<file path="src/rtl/scan_device_table_assert.svh">
// Assertion macros for the scan device table.
`ifndef SCAN_DEVICE_TABLE_ASSERT_SVH
`define SCAN_DEVICE_TABLE_ASSERT_SVH

`ifndef ASSERT_OFF

`define SDT_ASSERT_ALWAYS(label, clk, rst, expr) \
  label: assert property (@(posedge clk) disable iff (rst) (expr)) \
    else $error("assertion failed: label");

`define SDT_ASSERT_IMPLY(label, clk, rst, ante, cons) \
  label: assert property (@(posedge clk) disable iff (rst) (ante) |-> (cons)) \
    else $error("assertion failed: label");

`define SDT_ASSERT_NEXT(label, clk, rst, ante, cons) \
  label: assert property (@(posedge clk) disable iff (rst) (ante) |=> (cons)) \
    else $error("assertion failed: label");

`else

`define SDT_ASSERT_ALWAYS(label, clk, rst, expr)
`define SDT_ASSERT_IMPLY(label, clk, rst, ante, cons)
`define SDT_ASSERT_NEXT(label, clk, rst, ante, cons)

`endif

`endif

</file>
<file path="src/rtl/sdt_pkg.sv">
// Constants and codes shared by the scan device table.
package sdt_pkg;

  localparam int TABLE_DEPTH_DEF = 16;
  localparam int NAME_BYTES_DEF  = 8;
  localparam int UUID_SLOTS      = 4;

  localparam int ADDR_W     = 48;
  localparam int NAME_IN_W  = 64;
  localparam int UUID_IN_W  = 64;
  localparam int UUID_W     = 16;

  localparam logic [15:0] HID_SERVICE     = 16'h1812;
  localparam logic [15:0] APPEAR_KEYBOARD = 16'h03c1;
  localparam logic [15:0] APPEAR_MOUSE    = 16'h03c2;
  localparam logic signed [7:0] RSSI_CEILING = 8'sd127;

  localparam logic [1:0] FUNC_NOTE  = 2'd0;
  localparam logic [1:0] FUNC_CLEAR = 2'd1;

  localparam logic [2:0] ST_MERGED      = 3'd0;
  localparam logic [2:0] ST_APPENDED    = 3'd1;
  localparam logic [2:0] ST_REPLACED    = 3'd2;
  localparam logic [2:0] ST_DROPPED     = 3'd3;
  localparam logic [2:0] ST_CLEARED     = 3'd4;
  localparam logic [2:0] ST_READ_OK     = 3'd5;
  localparam logic [2:0] ST_READ_BEYOND = 3'd6;

endpackage

</file>
<file path="src/rtl/scan_device_table.sv">
// Scan device table: advertiser table in one memory, walked one entry per cycle.
// A clear, or a read beyond the count, goes from IDLE straight to DONE; a read in
//   range passes READ first; an advertisement walks the used entries in SCAN, then
//   DECIDE, unless a match ends the walk and goes to DONE. A new word is taken only
//   once the last result is loaded out; the single read port scans one entry a cycle.
// Reset clears the entry count, handshake and control state; table contents are
//   left as they are and no clearing pass runs.
`include "scan_device_table_assert.svh"

module scan_device_table #(
  parameter int TABLE_DEPTH = sdt_pkg::TABLE_DEPTH_DEF,
  parameter int NAME_BYTES  = sdt_pkg::NAME_BYTES_DEF,
  localparam int IDX_W = $clog2(TABLE_DEPTH),
  localparam int CNT_W = $clog2(TABLE_DEPTH + 1)
) (
  input  logic                           clk,
  input  logic                           rst,
  input  logic                           in_valid,
  output logic                           in_stall,
  input  logic [1:0]                     func,
  input  logic [sdt_pkg::ADDR_W-1:0]     adv_addr,
  input  logic [1:0]                     adv_addr_type,
  input  logic signed [7:0]              adv_rssi,
  input  logic [sdt_pkg::NAME_IN_W-1:0]  adv_name,
  input  logic                           appearance_present,
  input  logic [15:0]                    appearance_code,
  input  logic [2:0]                     uuid_count,
  input  logic [sdt_pkg::UUID_IN_W-1:0]  uuid_list,
  input  logic [IDX_W-1:0]               entry_index,
  output logic                           out_valid,
  input  logic                           out_stall,
  output logic [2:0]                     status,
  output logic [IDX_W-1:0]               slot,
  output logic [CNT_W-1:0]               entry_count,
  output logic [sdt_pkg::ADDR_W-1:0]     out_addr,
  output logic [1:0]                     out_addr_type,
  output logic signed [7:0]              out_rssi,
  output logic [sdt_pkg::NAME_IN_W-1:0]  out_name,
  output logic                           out_hid
);

  localparam int NAME_W = 8 * NAME_BYTES;

  typedef struct packed {
    logic [sdt_pkg::ADDR_W-1:0] addr;
    logic [1:0]                 addr_kind;
    logic [7:0]                 rssi;
    logic [NAME_W-1:0]          name;
    logic                       hid;
  } entry_t;

  typedef struct packed {
    logic [2:0]       status;
    logic [IDX_W-1:0] slot;
    logic [CNT_W-1:0] count;
    entry_t           ent;
  } result_t;

  typedef enum logic [4:0] {
    S_IDLE   = 5'b00001,
    S_SCAN   = 5'b00010,
    S_DECIDE = 5'b00100,
    S_READ   = 5'b01000,
    S_DONE   = 5'b10000
  } state_t;

  function automatic logic [NAME_W-1:0] clean_name(input logic [sdt_pkg::NAME_IN_W-1:0] raw);
    logic [NAME_W-1:0] kept;
    logic              live;
    kept = '0;
    live = 1'b1;
    for (int b = 0; b < NAME_BYTES; b++) begin
      live = live && (raw[8*b +: 8] != 8'd0);
      if (live) kept[8*b +: 8] = raw[8*b +: 8];
    end
    return kept;
  endfunction

  function automatic logic input_device(input logic                          app_ok,
                                        input logic [15:0]                   app,
                                        input logic [2:0]                    cnt,
                                        input logic [sdt_pkg::UUID_IN_W-1:0] list);
    logic hit;
    hit = app_ok && (app == sdt_pkg::APPEAR_KEYBOARD || app == sdt_pkg::APPEAR_MOUSE);
    for (int i = 0; i < sdt_pkg::UUID_SLOTS; i++) begin
      if (3'(i) < cnt && list[sdt_pkg::UUID_W*i +: sdt_pkg::UUID_W] == sdt_pkg::HID_SERVICE)
        hit = 1'b1;
    end
    return hit;
  endfunction

  state_t            state;
  logic [CNT_W-1:0]  used_count;
  entry_t            new_ent;
  logic [CNT_W-1:0]  rd_ptr;
  logic              rd_vld;
  logic [IDX_W-1:0]  chk_idx;
  logic signed [7:0] worst;
  logic [IDX_W-1:0]  pick;
  logic              found;
  result_t           res;

  entry_t            mem [TABLE_DEPTH];
  entry_t            rd_data;
  logic              rd_en;
  logic [IDX_W-1:0]  rd_addr;
  logic              wr_en;
  logic [IDX_W-1:0]  wr_addr;
  entry_t            wr_data;

  logic              in_fire;
  logic              idx_in_range;
  logic              match;
  logic              room;
  logic              do_replace;
  logic              candidate;
  logic              load_out;
  entry_t            merged;

  assign in_stall     = rst || (state != S_IDLE);
  assign in_fire      = in_valid && !in_stall;
  assign idx_in_range = CNT_W'(entry_index) < used_count;
  assign match        = (state == S_SCAN) && rd_vld && (rd_data.addr == new_ent.addr);
  assign room         = used_count < CNT_W'(TABLE_DEPTH);
  assign do_replace   = found && (new_ent.hid || new_ent.name[7:0] != 8'd0);
  assign load_out     = (state == S_DONE) && (!out_valid || !out_stall);
  // entries with neither a name nor the input-device mark may be evicted
  assign candidate    = !rd_data.hid && rd_data.name[7:0] == 8'd0 &&
                        $signed(rd_data.rssi) <= worst;

  always_comb begin
    merged      = rd_data;
    merged.rssi = new_ent.rssi;
    merged.hid  = rd_data.hid | new_ent.hid;
    if (rd_data.name[7:0] == 8'd0 && new_ent.name[7:0] != 8'd0) merged.name = new_ent.name;
  end

  always_comb begin
    rd_en   = 1'b0;
    rd_addr = rd_ptr[IDX_W-1:0];
    wr_en   = 1'b0;
    wr_addr = used_count[IDX_W-1:0];
    wr_data = new_ent;
    case (state)
      S_IDLE: begin
        if (in_fire && func != sdt_pkg::FUNC_NOTE && func != sdt_pkg::FUNC_CLEAR &&
            idx_in_range) begin
          rd_en   = 1'b1;
          rd_addr = entry_index;
        end
      end
      S_SCAN: begin
        rd_en = rd_ptr < used_count;
        if (match) begin
          wr_en   = 1'b1;
          wr_addr = chk_idx;
          wr_data = merged;
        end
      end
      S_DECIDE: begin
        if (room) begin
          wr_en = 1'b1;
        end else if (do_replace) begin
          wr_en   = 1'b1;
          wr_addr = pick;
        end
      end
      default: ;
    endcase
  end

  always_ff @(posedge clk) begin
    if (wr_en) mem[wr_addr] <= wr_data;
    if (rd_en) rd_data <= mem[rd_addr];
  end

  always_ff @(posedge clk) begin
    if (rst) begin
      state      <= S_IDLE;
      used_count <= '0;
      rd_vld     <= 1'b0;
      out_valid  <= 1'b0;
    end else begin
      if (load_out) out_valid <= 1'b1;
      else if (!out_stall) out_valid <= 1'b0;
      case (state)
        S_IDLE: begin
          if (in_fire) begin
            new_ent.addr      <= adv_addr;
            new_ent.addr_kind <= adv_addr_type;
            new_ent.rssi      <= adv_rssi;
            new_ent.name      <= clean_name(adv_name);
            new_ent.hid       <= input_device(appearance_present, appearance_code,
                                              uuid_count, uuid_list);
            case (func)
              sdt_pkg::FUNC_CLEAR: begin
                used_count <= '0;
                res        <= '{sdt_pkg::ST_CLEARED, '0, '0, '0};
                state      <= S_DONE;
              end
              sdt_pkg::FUNC_NOTE: begin
                rd_ptr <= '0;
                rd_vld <= 1'b0;
                worst  <= sdt_pkg::RSSI_CEILING;
                found  <= 1'b0;
                pick   <= '0;
                state  <= (used_count == '0) ? S_DECIDE : S_SCAN;
              end
              default: begin
                // func 3 reads as well
                if (idx_in_range) begin
                  res.slot  <= entry_index;
                  res.count <= used_count;
                  state     <= S_READ;
                end else begin
                  res   <= '{sdt_pkg::ST_READ_BEYOND, entry_index, used_count, '0};
                  state <= S_DONE;
                end
              end
            endcase
          end
        end
        S_SCAN: begin
          // no read is in flight past the last entry, and a match ends the walk
          rd_vld  <= rd_en && !match;
          chk_idx <= rd_ptr[IDX_W-1:0];
          if (rd_en) rd_ptr <= rd_ptr + CNT_W'(1);
          if (rd_vld) begin
            if (match) begin
              res   <= '{sdt_pkg::ST_MERGED, chk_idx, used_count, '0};
              state <= S_DONE;
            end else begin
              if (candidate) begin
                worst <= $signed(rd_data.rssi);
                pick  <= chk_idx;
                found <= 1'b1;
              end
              if (CNT_W'(chk_idx) + CNT_W'(1) == used_count) begin
                state <= S_DECIDE;
              end
            end
          end
        end
        S_DECIDE: begin
          if (room) begin
            res <= '{sdt_pkg::ST_APPENDED, used_count[IDX_W-1:0],
                     used_count + CNT_W'(1), '0};
            used_count <= used_count + CNT_W'(1);
          end else if (do_replace) begin
            res <= '{sdt_pkg::ST_REPLACED, pick, used_count, '0};
          end else begin
            res <= '{sdt_pkg::ST_DROPPED, '0, used_count, '0};
          end
          state <= S_DONE;
        end
        S_READ: begin
          res.status <= sdt_pkg::ST_READ_OK;
          res.ent    <= rd_data;
          state      <= S_DONE;
        end
        S_DONE: begin
          if (load_out) begin
            state <= S_IDLE;
          end
        end
        default: state <= S_IDLE;
      endcase
    end
  end

  // result word register, loaded as the pending result leaves
  always_ff @(posedge clk) begin
    if (load_out) begin
      status        <= res.status;
      slot          <= res.slot;
      entry_count   <= res.count;
      out_addr      <= res.ent.addr;
      out_addr_type <= res.ent.addr_kind;
      out_rssi      <= res.ent.rssi;
      out_name      <= sdt_pkg::NAME_IN_W'(res.ent.name);
      out_hid       <= res.ent.hid;
    end
  end

  `SDT_ASSERT_ALWAYS(a_count_bound, clk, rst, used_count <= CNT_W'(TABLE_DEPTH))
  `SDT_ASSERT_IMPLY(a_write_phase, clk, rst, wr_en, (state == S_SCAN || state == S_DECIDE))
  `SDT_ASSERT_NEXT(a_count_hold, clk, rst, (state != S_DECIDE && !(in_fire && func == sdt_pkg::FUNC_CLEAR)), $stable(used_count))
  `SDT_ASSERT_IMPLY(a_check_range, clk, rst, (state == S_SCAN && rd_vld), CNT_W'(chk_idx) < used_count)
  `SDT_ASSERT_NEXT(a_done_loads, clk, rst, (state == S_DONE && !(out_valid && out_stall)), (out_valid && state == S_IDLE))

endmodule

</file>
<file path="config.mk">
export PLATFORM = sky130hd
export DESIGN_NAME = scan_device_table
export DESIGN_NICKNAME = d
export VERILOG_FILES = /design/src/rtl/sdt_pkg.sv /design/src/rtl/scan_device_table.sv
export VERILOG_INCLUDE_DIRS = /design/src /design/src/rtl
export SDC_FILE = /design/constraint.sdc
export NUM_CORES = 2
export LEC_CHECK = 0
export BUFFER_PORTS_ARGS = -buffer_cell sky130_fd_sc_hd__clkbuf_2
export CAP_MARGIN = 20
export CORE_MARGIN = 2
export CORE_UTILIZATION = 54
export DETAILED_ROUTE_END_ITERATION = 10
export PLACE_DENSITY = 0.77
export SYNTH_ARGS = -nofsm -noshare
export SYNTH_HDL_FRONTEND = slang
export SYNTH_SLANG_ARGS = --single-unit
</file>
<file path="constraint.sdc">
create_clock -name clk -period 30.5 [get_ports clk]
set_input_delay 1.525 -clock clk [delete_from_list [all_inputs] [get_ports clk]]
set_output_delay 1.525 -clock clk [all_outputs]
set_load 0.01 [all_outputs]
</file>
* After elaboration in Yosys (flattened, before gate mapping)
Memory sizes are Yosys's and may differ from the RTL's. A register that Yosys moved wholly into a read port is not among the register bits. Cells that the tools add are included.
Word-level totals: register bits 427, RAM bits 1968, input port bits 216, output and inout bits 137, word-level logic and storage cells 208, memories 1
Operators by class: $add $sub $neg 3, $lt $le $gt $ge 8, equal/unequal tests 30, multiplexer cells 66, bitwise gates (word level) 2, reductions and logical operators 61
Memory list:
- mem | depth 16, bits a word 123, rd ports 1, clocked after Yosys merged registers in 1, wr ports 1, line scan_device_table.sv:103 | entry_t mem [TABLE_DEPTH];
Operators with widths (number):
- $mux W135 | 4
- $pmux W123 S4 | 1
- $mux W123 | 3
- $pmux W135 S2 | 1
- $mux W133 | 1
- $reduce_bool A8 Y1 | 9
- $eq A16 B13 Y1 const B | 4
- $mux W64 | 1
- $mux W5 | 12
- $eq A48 B48 Y1 | 1
- $mux W4 | 10
- $mux W8 | 5
- $eq A16 B10 Y1 const B | 2
- $pmux W5 S2 | 3
- $pmux W9 S3 | 1
- $logic_and A1 B1 Y1 | 24
- $pmux W5 S4 | 1
- $ne A2 B2 Y1 const B | 9
- $pmux W4 S2 | 2
- $pmux W8 S2 | 1
- $reduce_and A7 Y1 | 2
- $mux W1 | 13
- $pmux W3 S4 | 1
- $add A5 B1 Y5 const B | 2
- other kinds (36) | 57

* Longest topological paths before layout
depth in word-level cells 11, gate-level depth with buffers 15, gate-level depth less buffers 10

* Worst setup path before layout
OpenSTA, ideal clock, no wires.
kind register to register, from reg new_ent[110] (netlist bit), to mem mem[2][0] (netlist bit) (enable), setup time 0.908 ns, arrival 14.058 ns, data required time 29.592 ns, slack 15.534 ns, cell stages (with the launch flop) 7, buffers on the path 0, period minus slack after synthesis 14.966 ns, cells stage by stage edfxtp_1 > a22o_1 > or4_1 > nor4_2 > o21bai_1 > a221o_1 > nor4_1
On the way: word-level cells in the longest chain between the ends 6, elaborated cells on any way between the ends 8, classes of those cells eq/ne: 1; mux: 6; reduce/logical: 1
Ends and longest elaborated chain:
- from (decl) | line scan_device_table.sv:94 | entry_t new_ent;
- $eq A48 B48 Y1 (*) | line scan_device_table.sv:123 | assign match = (state == S_SCAN) && rd_vld && (rd_data.addr == new_ent.addr);
- $logic_and A1 B1 Y1 (*) | line scan_device_table.sv:123
- $mux W1 | line scan_device_table.sv:154 | if (match) begin
- $pmux W1 S2 | line scan_device_table.sv:144 | case (state)
- $mux W1 | line scan_device_table.sv:173 | if (wr_en) mem[wr_addr] <= wr_data;
- $mux W1 (implied by the code) | line scan_device_table.sv:173
- to (decl) | line scan_device_table.sv:103
Every way passes the cells marked *; elsewhere a longest branch is shown, timed or not.

* Worst setup path in the final report
from reg state[1], to reg rd_data[33] (netlist name)
On the way: word-level cells in the longest chain between the ends 9, elaborated cells on any way between the ends 13, classes of those cells eq/ne: 3; mux: 4; reduce/logical: 6
Ends and longest elaborated chain:
- from (decl) | line scan_device_table.sv:92 | state_t state;
- from (signal assigned) | line scan_device_table.sv:207 | state <= (used_count == '0) ? S_DECIDE : S_SCAN;
- $ne A5 B1 Y1 | line scan_device_table.sv:120 | assign in_stall = rst || (state != S_IDLE);
- $logic_or A1 B1 Y1 | line scan_device_table.sv:120
- $logic_not A1 Y1 | line scan_device_table.sv:121 | assign in_fire = in_valid && !in_stall;
- $logic_and A1 B1 Y1 | line scan_device_table.sv:121
- $logic_and A1 B1 Y1 (3 in a row) | line scan_device_table.sv:146 | if (in_fire && func != sdt_pkg::FUNC_NOTE && func != sdt_pkg::FUNC_CLEAR &&
- $mux W1 / $mux W4 (equally long branches) | line scan_device_table.sv:146
- $pmux W1 S2 / $mux W4 (equally long branches) | line scan_device_table.sv:144
Several ways; a longest one is shown, not always the timed one. A chain may end at the register's enable or synchronous reset.

==> results.yml <==
outcome:
  status: "completed"
final_layout:
  layout_common_cells: "edfxtp_1 (2506), mux2i_1 (987), o22ai_1 (498), clkbuf_2 (352), clkbuf_16 (238)"
  fillers: 12000
  nNetsFinal: 5682
  utilization_pct: 61.2
  final_common_cell: "edfxtp_1"
  synthToLayoutAreaGrowth_pct: 12.9
  drive_gt1_share_pct: 15.7
  regArea_um2: 75500
  multi_input_area_um2: 18400
logic_synthesis:
  syn_nets: 5302
  synth_area_um2: 95100
  synth_simple_gate_area_share_pct: 3.40
  synthFlopType: "edfxtp_1"
  synth_area_leaders: "edfxtp_1 (79%), mux2i_1 (10%), o22ai_1 (3.3%)"
  synth_edf_count: 2506
  ys_ff_latch: 2518
  synth_adder_area_share_pct: 0.263
  synth_top_area_share_pct: 79.1
  synth_cell_types: 58
  synth_seq_area_share_pct: 79.4
  synth_mux_area_share_pct: 11.2
  synth_top_family_by_area: "multiplexers"
  async_flop_share_pct: 0
  yosys.area.top_type: "edfxtp_1"
  syn_inst: 5066
  yosys_warnings: 0
  avgSynthCellArea_um2: 18.8
  synth_xor_area_share_pct: 0.442
  synth-compound-area-share_pct: 3.86
timing:
  rsz0062_at_grt: "no"
  fin_tns_setup_ns: 0
  slew_violations: 0
  fin_skew_ns: 0.0664
  period_minus_slack_ns: 8.42
  fin_crit_sh_pct: 27.6
  finalSetupViolations: 0
  hold_violations: 0
  slew_headroom_pct: 18.6
  fmax_ghz: 0.119
  tightest_slew_ns: 1.22
floorplan:
  die_h_um: 424
  core-area_um2: 176000
  io_pins: 353
  initial_core_util_pct: 54.2
  die_w_um: 424
  dieArea_um2: 179000
  num_rows: 154
setup_path:
  start_kind: "register"
  worstSetupEndpointType: "register"
  cp_max_fo: 156
  max_stage_delay_ns: 0.90
  crit_required_ns: 31.07
  worstPathArrival_ns: 8.99
  worstPathCellList: "nor3_2 -> nand3b_2 -> nor3b_4 -> buf_12 -> and2_1 -> mux2i_4 -> buf_4 -> buf_12 -> buf_4 -> buf_4 -> buf_12 -> mux2i_1 -> o22ai_1 -> or4_1"
  cp_slowest_cell: "buf_4"
  worstSetupPathType: "register to register"
power:
  ir_worst_vdd_mv: 0.0571
  p_comb_share_pct: 4.3
  clock_power_share_pct: 40.6
  p_leak_nw: 37.1
  power_density_nw_per_um2: 67.2
  p_sw_share_pct: 21.3
  p_seq_share_pct: 55.0
  p_sw_mw: 1.54
  p_int_mw: 5.68
clocking:
  numCtsBuffers: 237
  cts_hold_buf: 0
  cts_setup_buffers: 0
  cts_tree: "done"
  ctsLongestPathBuffers: 3
  post_cts_resized: 0
  clkTransAtPathRegs_ns: 0.06
  cts_sinks: 2518
  clk_latency_ns: 0.90
  cts-root-buf: "clkbuf_16"
  cts-htree-levels: 4
global_route:
  antenna_found_initial: 3
  grt_pass1_vias: 49700
  grt_max_degree: 157
  top_usage_layer: "met2"
  use_met1_pct: 33.8
  grt_pass1_wl_um: 332000
  grt.total_usage_pct: 25.4
  met2_usage_pct: 41.8
  use_met3_pct: 4.31
  grt_overflow: 0
routing:
  drt-total-wl_um: 231000
  wl_per_cell_um: 28.9
  dr.pass1.iters: 7
  drc: 0
  vias_per_cell: 6.22
  final_antenna_net_count: 0
  via_count: 49700
  drt_iter0_markers: 6429
place:
  port_buffers: 352
  gp_congestion: 0.817
  dpl.hpwl_um: 113000
job:
  cap_violations: 0
worst_hold_path:
  hold_class: "register to register"
## per-layer routing
layer	share of wire, %	vias up
li1	-	21100
met5	0.0056	-
met4	4.2	2
met3	9.2	490
met1	38	25300
met2	49	2785
## cells in the mapped netlist (12+ instances only)
| master | n |
|---|---|
| dfxtp_1 | 12 |
| ha_1 | 20 |
| buf_2 | 89 |
| and2_1 | 170 |
| edfxtp_1 | 2506 |
| xor2_1 | 23 |
| buf_1 | 28 |
| nor4b_1 | 17 |
| nand2_1 | 30 |
| a21oi_1 | 25 |
| inv_1 | 27 |
| xnor2_1 | 25 |
| o21ai_0 | 19 |
| nor2b_1 | 14 |
| o22ai_1 | 498 |
| nor4_1 | 39 |
| or4_1 | 128 |
| clkbuf_1 | 182 |
| mux2i_1 | 988 |
| nand3_1 | 14 |
| nand4_1 | 14 |
| nand2b_1 | 19 |
| nor2_1 | 43 |
| mux2_2 | 67 |
## through the flow
step / cells / hold slack [ns] / power (mW) / cell area, um^2 / setup slack, ns
final: 7986 / 0.393 / 7.22 / 107000 / 22.08
after global routing: 7983 / 0.408 / 7.40 / 107000 / 21.72
after CTS: 7980 / 0.395 / 7.24 / 107000 / 22.02
after detailed placement: 7545 / 0.405 / 4.35 / 99500 / 21.24
after global placement: 7545 / 0.401 / 4.34 / 99500 / 21.46
after floorplan: 5066 / 0.400 / 4.22 / 95100 / 15.53
## critical path: cells and delay by family, from the launching register on
family          cells  cell delay [ns]
buf+inv             6             4.60
simple gates        5             1.84
mux                 2             0.58
flops               1             0.37
compound gates      1             0.11
## layout make-up
cell class | instances | share of cell area (%)
Timing Repair Buffer | 444 | 2.41
Inverter | 28 | 0.0979
Tap cell | 2340 | 2.73
Clock inverter | 157 | 1.59
Antenna cell | 4 | 0.00932
Multi-Input combinational cell | 2217 | 17.2
Sequential cell | 2518 | 70.3
Clock buffer | 278 | 5.69
## worst paths after layout
check                                         endpoint             startpoint  cells after the start  slack (ns)
worst max-delay path             rd_data[33]$_DFFE_PP_  state[1]$_SDFFE_PP0P_                     14       22.08
worst min-delay path            out_name[26]$_DFFE_PP_  res[27]$_SDFFCE_PN0P_                      0        0.39
worst max register to register   rd_data[33]$_DFFE_PP_  state[1]$_SDFFE_PP0P_                     14       22.08
worst min register to register  out_name[26]$_DFFE_PP_  res[27]$_SDFFCE_PN0P_                      0        0.39
## power by group through the flow
stage	combinational [mW]	sequential [mW]	clock (mW)
CTS	0.313	3.97	2.96
floorplan	0.198	4.03	0
global placement	0.303	4.04	0
detailed placement	0.310	4.04	0
finish	0.313	3.97	2.93
global route	0.333	3.98	3.10
## sequential cells by signal, indices dropped and copies added (netlist names), 2 cells and up
| register | count |
|---|---|
| mem | 1968 |
| res | 135 |
| new_ent | 115 |
| rd_data | 73 |
| out_name | 64 |
| merged | 58 |
| out_addr | 48 |
| out_rssi | 8 |
| worst | 8 |
| entry_count | 5 |
| rd_ptr | 5 |
| state | 5 |
| used_count | 5 |
| chk_idx | 4 |
| pick | 4 |
| slot | 4 |
| status | 3 |
| out_addr_type | 2 |
## kinds of logic after synthesis
| group | Yosys count |
|---|---|
| compound gates | 583 |
| flops | 2518 |
| simple gates | 511 |
| xor+xnor | 48 |
| mux | 1055 |
| buf+inv | 331 |
| fa+ha+maj | 20 |
Power figures use the tool's default switching activity.
